`config.mk`:
```
export PLATFORM = sky130hd
export DESIGN_NAME = ncs_fifo
export DESIGN_NICKNAME = d
export VERILOG_FILES = /design/src/hw/rtl/ncs_fifo.sv
export SDC_FILE = /design/constraint.sdc
export NUM_CORES = 1
export LEC_CHECK = 0
export BUFFER_PORTS_ARGS = -buffer_cell sky130_fd_sc_hd__buf_2
export CELL_PAD_IN_SITES_DETAIL_PLACEMENT = 0
export CELL_PAD_IN_SITES_GLOBAL_PLACEMENT = 2
export CORE_MARGIN = 2
export CORE_UTILIZATION = 33
export DETAILED_ROUTE_END_ITERATION = 8
export HOLD_SLACK_MARGIN = 0.12
export PLACE_DENSITY = 0.75
export SLEW_MARGIN = 20
export SYNTH_ARGS = -nofsm -noshare
export SYNTH_HDL_FRONTEND = slang
export SYNTH_SLANG_ARGS = --single-unit
```
`constraint.sdc`:
```
create_clock -name clk -period 2.43 [get_ports clk]
set_clock_uncertainty 0.15 [all_clocks]
set_input_delay 0.243 -clock clk [delete_from_list [all_inputs] [get_ports clk]]
set_output_delay 0.243 -clock clk [all_outputs]
set_load 0.03 [all_outputs]
```
`src/hw/rtl/ncs_fifo.sv`:
```
// ============================================================================
// ncs_fifo
// two-entry command queue between front and back
// ============================================================================
module ncs_fifo #(
  parameter int W = 8
) (
  input  logic         clk,
  input  logic         rst_n,
  input  logic         push,
  input  logic [W-1:0] wdata,
  output logic         full,
  input  logic         pop,
  output logic         empty,
  output logic [W-1:0] rdata
);
  logic [W-1:0] mem_r [2];
  logic         wp_r, rp_r;
  logic [1:0]   cnt_r;
  logic         do_push, do_pop;

  assign full    = (cnt_r == 2'd2);
  assign empty   = (cnt_r == 2'd0);
  assign do_push = push && !full;
  assign do_pop  = pop && !empty;
  assign rdata   = mem_r[rp_r];

  always_ff @(posedge clk) begin
    if (!rst_n) begin
      wp_r  <= 1'b0;
      rp_r  <= 1'b0;
      cnt_r <= 2'd0;
    end else begin
      if (do_push) wp_r <= ~wp_r;
      if (do_pop) rp_r <= ~rp_r;
      cnt_r <= cnt_r + 2'(do_push) - 2'(do_pop);
    end
    if (do_push) begin
      mem_r[wp_r] <= wdata;
    end
  end

endmodule

```
==> run metrics <==
outcome=complete, no violations; DR iter-0 viols=10; commonest cells after routing, fill and taps aside=buf_2, edfxtp_1, dlygate4sd3_1; post-synth cell types=17; area of the multi-input gates=215 µm²; CTS tree=yes; CP Launch Type=register; final wirelength=1350 µm; Critical path origin=cnt_r[0]; r2r endpoint=cnt_r[1]; Detail Route Antenna Nets=0; Hold Crit Start=push; fin nets=101; Initial DRT Pass Iterations=3; Chip Width=53.6 µm; Worst setup EP type=register; Clock transition at path regs=0.11 ns; Worst-Margin Slew=0.401 ns; storage element area=581 µm²; sink of the worst hold path=wp_r; WS Path Type=register to register; Final Hold Fails=0; worst vdd ir=0.379 mV; I/O pin total=22; clock sinks=21; Wirelength per Cell=11.8 µm; CP max stage cell=dfxtp_1; Worst Hold Class=input pin to register; most common cell after layout, fill and taps aside=buf_2; setup violators final=0; DRC violations left=0; Core ar.=2280 µm²; PD cells=1030 nW/µm²; unrepaired setup endpoints after global routing=false; fraction of layout cells with a size suffix above 1=0.419; vias in the first global route=474; routed vias=488; Hold Path Depth=3; YS warnings=0; worst slack, placed=0.582 ns; worst-path cell chain=nand2b_1, nand2_1, ha_1, inv_1, ha_1, xor2_1, and2_2, nor3_1; row count=17; first-pass GRT wire length=2110 µm; GR Util All Layers=0.111; Post-CTS Setup Inserts=0; Total Power=1.10 mW; Slew Limit Fails=0; DIE AREA=2870 µm²; Max Clock Freq=542 MHz; #FFs+latches synth=21; dpl hpwl=964 µm; clock period minus worst slack=1.85 ns; LEAKAGE=0.451 nW; Max-cap violations=0; initial antenna violation count=0; Num CTS Buffers=3; Rel. slew slack=0.732; most used cell, CP=ha_1; total negative setup slack=0 ns; Clock Tree Buf Depth=2; Layout area overhead=32.0%; DR vias/cell=4.28; Max FO, Critical Path=4; Post-Syn Nets=66; Die H=53.6 µm; Antenna Cells=0; H-tree levels=1; Initial Util=0.357; pin count of the biggest net entering global routing=13; reg2reg start=cnt_r[0]; Tcrit/Tclk final=0.760; Final GP Congestion=0.664; Post-Syn Area=812 µm²; length in cells of the worst reg-to-reg path=8; setup slack after layout=0.583 ns; average cell area after synthesis=15.6 µm²; Req. time, crit path=2.51 ns; clock latency on the worst-skew pair=0.29 ns; Worst EP arrival=1.92 ns; register area share after synthesis=0.715; FILL cells=230; cts repair resizes=0; clk root buf=clkbuf_4; worst reg-to-reg setup slack=0.58 ns; PortBufs=21; gr ovfl total=0; max incr delay on CP=0.40 ns; post-synthesis instance total=52; Hold Buf Count CTS=9
## cell type report
class | count | area share
timing repair buffer | 31 | 0.189
clock buffer | 3 | 0.0210
multi-input combinational | 27 | 0.201
inverter | 3 | 0.0105
clock inverter | 1 | 0.00467
tap | 28 | 0.0327
sequential | 21 | 0.541
## worst max-delay path: cells and delay by family (launching register included)
kind | cells | cell delay (ns)
fa+ha+maj | 2 | 0.46
simple gates | 4 | 0.58
flops | 1 | 0.40
xor+xnor | 1 | 0.15
buf+inv | 1 | 0.04
## Yosys cell counts (all sizes together)
master,number,share of area
nor3,1,0.0062
dfxtp,5,0.12
nor2,5,0.023
and2,2,0.017
and3,1,0.0077
inv,3,0.014
edfxtp,16,0.59
ha,2,0.031
o21a,1,0.011
xnor2,1,0.011
nand2,2,0.0092
xor2,1,0.011
mux2i,1,0.012
nand2b,2,0.015
mux2,8,0.11
buf,1,0.0062
## where the power goes
part	leakage (nW)	switching (mW)	internal (mW)
clock	0.0177	0.103	0.0613
combinational	0.243	0.248	0.169
sequential	0.191	0.0504	0.469
total	0.451	0.401	0.699
## through the flow
step           area, µm²  utilization  instances  hold slack [ns]
5_1_grt             1070        0.471        114            0.160
3_5_place_dp         955        0.419        101            0.284
6_report            1070        0.471        114            0.137
3_3_place_gp         955        0.419        101            0.282
2_1_floorplan        812            -         52            0.192
4_1_cts             1070        0.471        114            0.130
## worst max-delay path by stage
stage	end	cells past startpoint
after floorplan	cnt_r[1]	8
after CTS	cnt_r[1]	8
final	cnt_r[1]	8
after global routing	cnt_r[1]	8
after global placement	cnt_r[1]	8
after detailed placement	cnt_r[1]	8
## layer usage
metal / up-vias / share of wire / wire length, µm / GRT usage
met3: 2 / 0.033 / 45 / 0.0167
met1: 225 / 0.42 / 569 / 0.129
met4: 0 / 0.020 / 27 / 0.0897
li1: 250 / - / - / -
met5: - / 0 / 0 / 0
met2: 11 / 0.52 / 705 / 0.181
## registers in the layout (all words and copies together), names as in the netlist, named ones only
| signal | cells |
|---|---|
| cnt_r | 2 |
| mem_r | 16 |
| rp_r | 1 |
| wp_r | 1 |
## logic make-up after synthesis
kind of cell             after synthesis  share of synthesized area
flip-flops                            21                      0.715
AND/OR/NAND/NOR                       13                     0.0786
multiplexers                           9                      0.123
buffers and inverters                  4                     0.0200
XOR/XNOR                               2                     0.0216
adder cells (fa/ha/maj)                2                     0.0308
AO/OA/AOI/OAI                          1                     0.0108
(Power assumes the default switching activity.)
