## src/hw/rtl/ncs_pkg.sv

```systemverilog
// ============================================================================
// ncs_pkg
// shared types and constants of the nearest cell search block
// ============================================================================
package ncs_pkg;

  localparam int CELL_W  = 12;
  localparam int DIST_W  = 50;
  localparam int TOL_W   = 21;
  localparam int NUMC_W  = 13;
  localparam int CNT_W   = 9;
  localparam int XC_W    = 32;

  localparam int MAX_CELLS_DEF      = 4096;
  localparam int MAX_NEIGHBOURS_DEF = 32;
  localparam int MAX_TIES_DEF       = 64;
  localparam int COORD_BITS_DEF     = 24;

  localparam logic [1:0] REQ_WR_POINT = 2'd0;
  localparam logic [1:0] REQ_WR_NB    = 2'd1;
  localparam logic [1:0] REQ_QUERY    = 2'd2;

  localparam logic CFG_NUM_CELLS = 1'b0;
  localparam logic CFG_TIE_TOL   = 1'b1;

  localparam logic [DIST_W-1:0] DIST_MAX = {DIST_W{1'b1}};

  typedef struct packed {
    logic [1:0]        req_type;
    logic [11:0]       cell_req;
    logic [4:0]        slot;
    logic [11:0]       neighbour;
    logic [5:0]        neighbour_count;
    logic              use_guess;
    logic signed [23:0] coord_x;
    logic signed [23:0] coord_y;
    logic signed [23:0] coord_z;
  } in_beat_t;

  typedef struct packed {
    logic [11:0]       closest_cell;
    logic [DIST_W-1:0] min_distance;
    logic              found;
    logic              overflow;
    logic              is_last;
  } out_beat_t;

  typedef struct packed {
    logic [1:0]         kind;
    logic [CELL_W-1:0]  cid;
    logic [4:0]         slot;
    logic [CELL_W-1:0]  nb;
    logic [CNT_W-1:0]   cnt;
    logic               guess;
    logic signed [XC_W-1:0] x;
    logic signed [XC_W-1:0] y;
    logic signed [XC_W-1:0] z;
  } cmd_t;

endpackage

```

## src/hw/rtl/ncs_front.sv

```systemverilog
// ============================================================================
// ncs_front
// input stage: takes beats, drops unused request codes, builds commands
// ============================================================================
module ncs_front #(
  parameter int MAX_NEIGHBOURS = ncs_pkg::MAX_NEIGHBOURS_DEF,
  parameter int COORD_BITS     = ncs_pkg::COORD_BITS_DEF
) (
  input  logic             clk,
  input  logic             rst_n,
  input  logic             in_valid,
  output logic             in_stall,
  input  ncs_pkg::in_beat_t in_data,
  output logic             cmd_valid,
  input  logic             cmd_full,
  output ncs_pkg::cmd_t    cmd
);
  import ncs_pkg::*;

  localparam int SH = XC_W - COORD_BITS;

  logic  valid_r, valid_nxt;
  cmd_t  cmd_r;
  cmd_t  cmd_nxt;
  logic  take;

  function automatic logic signed [XC_W-1:0] sext(input logic [23:0] v);
    logic [XC_W-1:0] e;
    e = XC_W'(v) << SH;
    return $signed(e) >>> SH;
  endfunction

  assign in_stall  = valid_r && cmd_full;
  assign take      = in_valid && !in_stall;
  assign cmd_valid = valid_r;
  assign cmd       = cmd_r;

  always_comb begin
    cmd_nxt.kind  = in_data.req_type;
    cmd_nxt.cid   = in_data.cell_req;
    cmd_nxt.slot  = in_data.slot;
    cmd_nxt.nb    = in_data.neighbour;
    cmd_nxt.cnt   = (32'(in_data.neighbour_count) > MAX_NEIGHBOURS) ?
                    CNT_W'(MAX_NEIGHBOURS) : CNT_W'(in_data.neighbour_count);
    cmd_nxt.guess = in_data.use_guess;
    cmd_nxt.x     = sext(in_data.coord_x);
    cmd_nxt.y     = sext(in_data.coord_y);
    cmd_nxt.z     = sext(in_data.coord_z);
    valid_nxt = valid_r && cmd_full;
    if (take) begin
      valid_nxt = (in_data.req_type == REQ_WR_POINT) || (in_data.req_type == REQ_WR_NB) ||
                  (in_data.req_type == REQ_QUERY);
    end
  end

  always_ff @(posedge clk) begin
    if (!rst_n) begin
      valid_r <= 1'b0;
    end else begin
      valid_r <= valid_nxt;
    end
    if (take) begin
      cmd_r <= cmd_nxt;
    end
  end

endmodule

```

## config.mk

```make
export PLATFORM = sky130hd
export DESIGN_NAME = ncs_front
export DESIGN_NICKNAME = d
export VERILOG_FILES = /design/src/hw/rtl/ncs_pkg.sv /design/src/hw/rtl/ncs_front.sv
export SDC_FILE = /design/constraint.sdc
export NUM_CORES = 1
export LEC_CHECK = 0
export ABC_CLOCK_PERIOD_IN_PS = 5800
export BUFFER_PORTS_ARGS = -buffer_cell sky130_fd_sc_hd__buf_2
export CAP_MARGIN = 15
export CORE_MARGIN = 2
export CORE_UTILIZATION = 30
export DETAILED_ROUTE_END_ITERATION = 6
export PLACE_DENSITY_LB_ADDON = 0.25
export SYNTH_ARGS = -nofsm -noshare
export SYNTH_HDL_FRONTEND = slang
export SYNTH_SLANG_ARGS = --single-unit
export TNS_END_PERCENT = 30
```

## constraint.sdc

```tcl
create_clock -name clk -period 5.8 [get_ports clk]
set_input_delay 0.58 -clock clk [delete_from_list [all_inputs] [get_ports clk]]
set_output_delay 0.58 -clock clk [all_outputs]
set_load 0.1 [all_outputs]
```

==> results.json, run 1 <==
{
  "yosys_warnings": 0,
  "cts_setup_buffers": 0,
  "cts_resized": 0,
  "clkSinkCount": 111,
  "maxCapViolations": 0,
  "power.density_mw_per_mm2": 399,
  "synthToLayoutAreaGrowth_pct": 42.4,
  "power.leakage_uw": 0.00224,
  "crit_chain": "buf_2",
  "rows": 39,
  "synth_common_cells": "110 x edfxtp_1, 27 x buf_4, 6 x nor2b_1",
  "critical-path-top-delay-family": "buffers and inverters",
  "grtUsageTotal": 0.116,
  "grt_pass1_vias": 2108,
  "initial_core_util": 0.311,
  "die_area_mm2": 0.0129,
  "rsz0062_at_grt": "no",
  "clk_latency_ns": 0.34,
  "holdPathStages": 1,
  "overflow": 0,
  "worstPathArrival_ns": 1.26,
  "start_kind": "flip-flop",
  "hold_path_class": "in2reg",
  "synth-edff-count": 110,
  "synth.most_common_cell": "edfxtp_1",
  "dpl_worst_slack_ns": 3.76,
  "ys_seq_area_frac": 0.924,
  "synth_cells": 149,
  "clock-skew-final_ns": 0.00584,
  "fin_crit_sh": 0.317,
  "grt_start_max_net_pins": 70,
  "critPathSlowestCell": "buf_2",
  "wl_per_cell_um": 14.2,
  "finalSetupViolations": 0,
  "drt-total-wl_um": 7580,
  "avgViaCountPerCell": 4.07,
  "n_antenna_cell": 0,
  "syn_area_mm2": 0.00359,
  "io_buffers": 249,
  "clk_pin_slew_worst_paths_ns": 0.07,
  "relSlewSlack": 0.449,
  "cts_tree": "built",
  "utilization": 0.442,
  "critical_path.n_buffers_inverters": 1,
  "cp_max_fo": 9,
  "layout-drive-gt1-share": 0.687,
  "dr_total_vias": 2169,
  "synth-seq-cells": 111,
  "yosys.area.top_type": "edfxtp_1",
  "hold_viol": 0,
  "die_x_um": 113,
  "synth_area_leaders": "edfxtp_1 92%, buf_4 5.6%, nor2b_1 1.0%",
  "reg2reg_depth": 3,
  "maxClockFrequency_mhz": 543,
  "required_ns": 5.22,
  "htree_levels": 3,
  "slew_violations": 0,
  "cts_hold_buf": 0,
  "worst-path-stages": 1,
  "drc": 0,
  "core_area_mm2": 0.0116,
  "yosysUniqueCellTypes": 9,
  "layout.nets": 499,
  "worstMarginPinSlew_ns": 0.827,
  "netlist.area_leader.share": 0.919,
  "fin_ws_ns": 3.96,
  "grt_pass1_wl_um": 11000,
  "dr.pass1.iters": 4,
  "clock_path_buffers": 2,
  "ant_nets": 0,
  "dpl.hpwl_um": 5890,
  "path_class": "reg2out",
  "setup-tns-final_ns": 0,
  "crit_path_max_incr_delay_ns": 0.47,
  "status": "complete, no violations",
  "irDropWorstVdd_mv": 0.194,
  "gp_congestion": 0.700,
  "end_kind": "output pin",
  "p_total_uw": 2040,
  "synthArstFlopShare": 0,
  "timing.final.crit_period_ns": 1.84,
  "floorplan.io_pins": 253,
  "antenna_found_initial": 0,
  "drtIter0Drc": 96,
  "cts_root_buffer": "clkbuf_16",
  "synth_ff_type": "edfxtp_1",
  "avgSynthCellArea_um2": 24.1,
  "cts_buffers": 9,
  "die_h_um": 113
}
==> path summary, 6_finish.rpt <==
path                            slack, ns        start         to
worst max-delay path                 3.96      cmd[55]    cmd[63]
worst min register to register       0.62    cmd_valid  cmd_valid
worst max register to register       4.16    cmd_valid   cmd[126]
worst min-delay path                 0.41  in_data[11]    cmd[11]
==> worst register-to-register path, delay by kind of cell (launching register included) <==
| kind | cells | cell delay [ns] |
|---|---|---|
| buffers and inverters | 1 | 0.65 |
| flip-flops | 1 | 0.31 |
| AND/OR/NAND/NOR | 2 | 0.27 |
==> kinds of logic (layout without fill, tap and decap cells) <==
| group | count (synthesis) | in the layout | synth area share |
|---|---|---|---|
| DFF | 111 | 111 | 0.924 |
| buffers and inverters | 28 | 267 | 0.0574 |
| and+or+nand+nor | 7 | 7 | 0.0129 |
| other | 1 | 3 | 0.00104 |
| AOI/OAI and AO/OA | 2 | 2 | 0.00418 |
==> per-stage QoR <==
stage | cells | hold WS, ns | area, um2
after detailed placement | 517 | 0.611 | 4840
after global routing | 533 | 0.384 | 5120
after global placement | 517 | 0.608 | 4840
after floorplan | 151 | 0.679 | 3600
final | 533 | 0.410 | 5120
after CTS | 533 | 0.388 | 5120
==> where the power goes <==
group / total, uW / internal, uW / switching [uW]
sequential: 950 / 939 / 11.6
clock: 563 / 292 / 271
combinational: 530 / 64.9 / 465
total: 2040 / 1300 / 748
==> layout by cell type, fill, tap and decap left out <==
cell type / synthesis / layout
conb_1: 1 / 3
a21boi_0: 1 / 1
clkinvlp_4: 0 / 2
clkinv_4: 0 / 1
nor2b_4: 0 / 1
nor2b_1: 6 / 5
buf_2: 0 / 249
o21a_1: 1 / 1
buf_4: 27 / 2
dfxtp_1: 1 / 1
inv_8: 0 / 1
edfxtp_1: 110 / 110
and2_4: 1 / 1
clkbuf_16: 0 / 9
clkinv_1: 0 / 1
clkinv_2: 0 / 2
==> layout make-up <==
cell class,instances,area [um2]
Sequential cell,111,3320
Tap cell,143,179
Clock inverter,7,48.8
Clock buffer,9,225
Multi-Input combinational cell,12,80.1
Fill cell,1053,6450
Timing Repair Buffer,251,1260
==> state kept, by name, summed over array words and instances (netlist names) <==
signal / count
cmd_valid: 1
cmd: 110
==> layer usage <==
layer / track usage / share of wire / routed length, um
met1: 0.120 / 0.36 / 2750
met2: 0.188 / 0.48 / 3610
met5: 0 / 0 / 0
met4: 0.0472 / 0.017 / 126
met3: 0.0744 / 0.14 / 1100
Note: power is estimated with default switching activity, not from simulation.
==> run 2, diff against run 1 <==
Settings changed: ABC_AREA from default to 1, ABC_CLOCK_PERIOD_IN_PS 5800 to 1700.
Clock period 5.8 ns to 1.7 ns, I/O delays scaled along.
==> run 2 against run 1 <==
  * Die area rose by 0.77%
  * Clock skew barely moved
  * Sequential share of layout area fell by 11 points
  * Non-clock buffer count rose by 96
  * Routed wire length rose by 18%
  * Critical path type unchanged
  * Cell count rose by 21%
  * Highest routed layer unchanged
  * Power rose to 3.6 times the previous value
  * Via count rose by 20%
  * Core utilization rose by 7.5 points
==> results.json, run 2 <==
{
  "gp_congestion": 0.694,
  "cp_max_fo": 9,
  "dpl.hpwl_um": 5940,
  "hold_path_class": "in2reg",
  "relSlewSlack": 0.662,
  "grt_pass1_vias": 2569,
  "die_h_um": 114,
  "die_x_um": 114,
  "fin_crit_sh": 0.874,
  "largest_reg_flops": 110,
  "worstMarginPinSlew_ns": 0.511,
  "netlist.area_leader.share": 0.912,
  "synthAdderAreaFrac": 0,
  "io_buffers": 249,
  "fillCellCount": 1015,
  "cts_tree": "built",
  "rows": 40,
  "status": "complete, no violations",
  "timing.final.crit_period_ns": 1.49,
  "clk_pin_slew_worst_paths_ns": 0.07,
  "finalSetupViolations": 0,
  "path_class": "reg2out",
  "layout.nets": 605,
  "synth_common_cells": "110 x edfxtp_1, 27 x buf_4, 7 x inv_1, 5 x a21oi_1, 3 x nor2_1",
  "synth-edff-count": 110,
  "synthToLayoutAreaGrowth_pct": 70.0,
  "cts_root_buffer": "clkbuf_16",
  "n_antenna_cell": 0,
  "power.leakage_uw": 0.00269,
  "antenna_found_initial": 0,
  "overflow": 0,
  "synth-compound-area-share": 0.00898,
  "avgSynthCellArea_um2": 22.8,
  "worstPathArrival_ns": 1.32,
  "critical_path.n_buffers_inverters": 1,
  "required_ns": 1.53,
  "initial_core_util": 0.304,
  "dr.pass1.iters": 4,
  "clock-skew-final_ns": 0.00582,
  "drc": 0,
  "slew_violations": 0,
  "clock_path_buffers": 2,
  "synth_xor_area_frac": 0,
  "synthArstFlopShare": 0,
  "yosysUniqueCellTypes": 12,
  "synth_top_family_by_area": "buffers and inverters",
  "drt-total-wl_um": 8910,
  "start_kind": "flip-flop",
  "hold_viol": 0,
  "yosys_warnings": 0,
  "rsz0062_at_grt": "no",
  "clkSinkCount": 111,
  "core_area_mm2": 0.0119,
  "clk_latency_ns": 0.34,
  "crit_chain": "buf_2",
  "end_kind": "output pin",
  "layout_common_cells": "249 x buf_2, 110 x edfxtp_1, 96 x dlygate4sd3_1",
  "die_area_mm2": 0.0130,
  "wl_per_cell_um": 13.9,
  "synth.most_common_cell": "edfxtp_1",
  "maxClockFrequency_mhz": 673,
  "htree_levels": 3,
  "critical-path-top-delay-family": "flip-flops",
  "syn_area_mm2": 0.00362,
  "setup-tns-final_ns": 0,
  "fin_cells": 643,
  "grtUsageTotal": 0.135,
  "dr_total_vias": 2592,
  "critPathSlowestCell": "edfxtp_1",
  "grt_start_max_net_pins": 57,
  "synth-seq-cells": 111,
  "power.density_mw_per_mm2": 1180,
  "maxCapViolations": 0,
  "drtIter0Drc": 137,
  "r2r_slack_ns": 0.37,
  "irDropWorstVdd_mv": 0.623,
  "ys_seq_area_frac": 0.917,
  "synthMuxAreaShare": 0,
  "cts_buffers": 9,
  "multiInputGateArea_um2": 90.1,
  "synth_ff_type": "edfxtp_1",
  "floorplan.io_pins": 253,
  "layout-drive-gt1-share": 0.544,
  "synth_cells": 159,
  "avgViaCountPerCell": 4.03,
  "synth_area_leaders": "edfxtp_1 91%, buf_4 5.6%, inv_1 0.73%",
  "final_common_cell": "buf_2",
  "crit_path_max_incr_delay_ns": 0.49,
  "seq_area_mm2": 0.00333,
  "synth_simple_gate_area_frac": 0.00863,
  "yosys.area.top_type": "edfxtp_1",
  "post-place-cells": 531,
  "ant_nets": 0,
  "grt_pass1_wl_um": 13000
}
==> run 2: cell count changes after synthesis <==
cell,delta
nor2_1,+3
nor2_2,+1
nand3_2,+1
nand2_1,+1
inv_1,+7
nor2b_1,-6
a21boi_0,-1
a21oi_1,+5
and2_4,-1
==> run 2: worst paths after layout <==
check	start	endpoint	cells past startpoint
min reg2reg	cmd_valid	cmd_valid	3
min	in_data[67]	cmd[83]	1
max	cmd[87]	cmd[94]	1
max reg2reg	cmd_valid	cmd[43]	4
==> run 2: what timing repair did <==
action,4_1_cts,5_1_grt
hold endpoints to repair,95,1
buffers inserted,0,0
gates resized for setup,0,0
hold buffers,95,1
endpoints found under the setup margin,0,0
==> run 2: through the flow <==
step | setup WS, ns | total power (uW) | util | hold slack (ns) | instance area [um2]
after floorplan | -1.52 | 4860 | - | 0.269 | 3650
after global placement | 0.392 | 5130 | 0.413 | 0.347 | 4920
after detailed placement | 0.370 | 5150 | 0.413 | 0.348 | 4920
after CTS | 0.168 | 7360 | 0.516 | 0.000374 | 6150
after global routing | 0.136 | 7520 | 0.517 | 0.000521 | 6160
final | 0.214 | 7260 | 0.517 | 0.0175 | 6160
==> run 2: layer usage <==
metal  share of wire  up-vias  GRT usage
met4           0.023        0     0.0715
li1                -     1229          -
met2            0.52      158      0.236
met5               0        -          0
met3           0.087       14     0.0441
met1            0.37     1191      0.145
==> run 2: logic make-up (layout without fill, tap and decap cells) <==
group / Yosys count / after routing
AOI/OAI and AO/OA: 6 / 6
buffers and inverters: 35 / 370
DFF: 111 / 111
other: 1 / 3
and+or+nand+nor: 6 / 6
==> run 2: power breakdown <==
| part | leakage [uW] | total (uW) | switching [uW] | internal (uW) |
|---|---|---|---|---|
| clock network | 0.000141 | 2010 | 876 | 1130 |
| registers | 0.00108 | 3250 | 45.1 | 3200 |
| logic | 0.00147 | 2010 | 1640 | 374 |
==> run 2: layout make-up <==
cell class,instances,share of cell area
clock buffer,11,0.0378
inverter,7,0.00488
multi-input combinational,15,0.0146
timing repair buffer,347,0.365
tap,147,0.0299
sequential,111,0.540
clock inverter,5,0.00792
==> run 3, diff against run 2 <==
Settings changed: ABC_AREA 1 to 0.
==> run 3 against run 2 <==
  * Non-clock buffer count up 4
  * Sequential power about the same
  * Setup slack better by 0.045 ns
  * Sequential share of layout area rose by 0.19 points
  * First-iteration DRC count is 46% lower
  * Clock skew rose by 0.0021 ns
  * Power fell by 1.4%
  * Core utilization grew 1.4 points
  * Clock-buffer cell count decreased by 1
  * Critical endpoint is now cmd[28]
  * Largest cell class unchanged
==> results.json, run 3 (synthesis results as in run 1) <==
{
  "final_common_cell": "buf_2",
  "gp_congestion": 0.729,
  "start_kind": "flip-flop",
  "critical-path-top-delay-family": "buffers and inverters",
  "antenna_found_initial": 0,
  "largest_reg_flops": 110,
  "die_h_um": 113,
  "p_total_uw": 7160,
  "clkSinkCount": 111,
  "fin_cells": 633,
  "hold_viol": 0,
  "relSlewSlack": 0.657,
  "overflow": 0,
  "hold_path_class": "in2reg",
  "cts_tree": "built",
  "die_area_mm2": 0.0129,
  "core_area_mm2": 0.0116,
  "cts_buffers": 9,
  "worstMarginPinSlew_ns": 0.518,
  "cts_setup_buffers": 0,
  "clk_pin_slew_worst_paths_ns": 0.07,
  "irDropWorstVdd_mv": 0.920,
  "slew_violations": 0,
  "required_ns": 1.53,
  "clock-skew-final_ns": 0.00789,
  "maxCapViolations": 0,
  "die_x_um": 113,
  "ant_nets": 0,
  "drc": 0,
  "wl_per_cell_um": 14.7,
  "drtIter0Drc": 74,
  "layout-drive-gt1-share": 0.545,
  "fin_crit_sh": 0.848,
  "floorplan.io_pins": 253,
  "fin_hold_ws_ns": 0.0129,
  "io_buffers": 249,
  "grt_pass1_wl_um": 13900,
  "avgViaCountPerCell": 4.06,
  "rows": 39,
  "grt_util_met1": 0.147,
  "grt_pass1_vias": 2743,
  "clock_path_buffers": 2,
  "dr.pass1.iters": 4,
  "use_met2": 0.248,
  "rsz0062_at_grt": "no",
  "finalSetupViolations": 0,
  "grtUsageTotal": 0.145,
  "grt_start_max_net_pins": 59,
  "crit_chain": "buf_2",
  "cts_root_buffer": "clkbuf_16",
  "post-place-cells": 517,
  "critPathSlowestCell": "buf_2",
  "layout.nets": 599,
  "multiInputGateArea_um2": 80.1,
  "r2r_slack_ns": 0.38,
  "timing.final.crit_period_ns": 1.44,
  "power.density_mw_per_mm2": 1170,
  "worstPathArrival_ns": 1.27,
  "critical_path.n_buffers_inverters": 1,
  "grt_use_met3": 0.0685,
  "initial_core_util": 0.311,
  "busiest_layer": "met2",
  "n_antenna_cell": 0,
  "crit_path_max_incr_delay_ns": 0.47,
  "layout_common_cells": "249 x buf_2, 110 x edfxtp_1, 100 x dlygate4sd3_1",
  "clk_latency_ns": 0.34,
  "synthToLayoutAreaGrowth_pct": 70.8,
  "fillCellCount": 952,
  "drt-total-wl_um": 9300,
  "path_class": "reg2out",
  "status": "complete, no violations",
  "power.leakage_uw": 0.00266,
  "dr_total_vias": 2570,
  "htree_levels": 3,
  "cp_max_fo": 9,
  "maxClockFrequency_mhz": 694,
  "seq_area_mm2": 0.00333,
  "end_kind": "output pin"
}
==> run 3: cell count changes in the layout (fill, tap and decap cells not counted), moves of 2 or more <==
cell           change
a21oi_1            -5
dlygate4sd3_1      +4
nor2b_1            +5
nor2_1             -2
inv_1              -6
==> run 3: routing by layer <==
metal / up-vias / routed length [um]
li1: 1208 / -
met1: 1168 / 3300
met2: 175 / 4630
met3: 19 / 1100
met4: 0 / 268
met5: - / 0
==> run 3: area by class of cell <==
cell class / count / share of cell area
multi-input combinational: 12 / 0.0130
clock inverter: 6 / 0.00591
clock buffer: 10 / 0.0373
tap: 143 / 0.0291
sequential: 111 / 0.542
timing repair buffer: 351 / 0.373
==> run 3: timing repair <==
| action | 4_1_cts | 5_1_grt |
|---|---|---|
| hold buffers | 100 | 0 |
| resized for setup | 0 | 0 |
| endpoints found under the hold margin | 100 | 0 |
==> run 3: worst paths after layout <==
path / startpoint / endpoint / depth (start not counted)
setup / recovery: cmd[23] / cmd[28] / 1
hold reg to reg: cmd_valid / cmd_valid / 2
hold / removal: in_data[95] / cmd[122] / 1
setup reg to reg: cmd_valid / cmd[84] / 3
==> run 3: power by group <==
group | leakage, uW | internal, uW | total (uW) | switching (uW)
Clock | 0.000129 | 990 | 1910 | 916
Combinational | 0.00146 | 380 | 2010 | 1630
Sequential | 0.00108 | 3200 | 3250 | 45.8
==> run 3: metrics by stage <==
step	setup WS [ns]	area, um2	util	TNS [ns]
global placement	0.408	4870	0.421	0
detailed placement	0.385	4870	0.421	0
finish	0.258	6140	0.531	0
global route	0.191	6140	0.531	0
floorplan	-1.13	3610	-	-123.84
CTS	0.233	6140	0.531	0
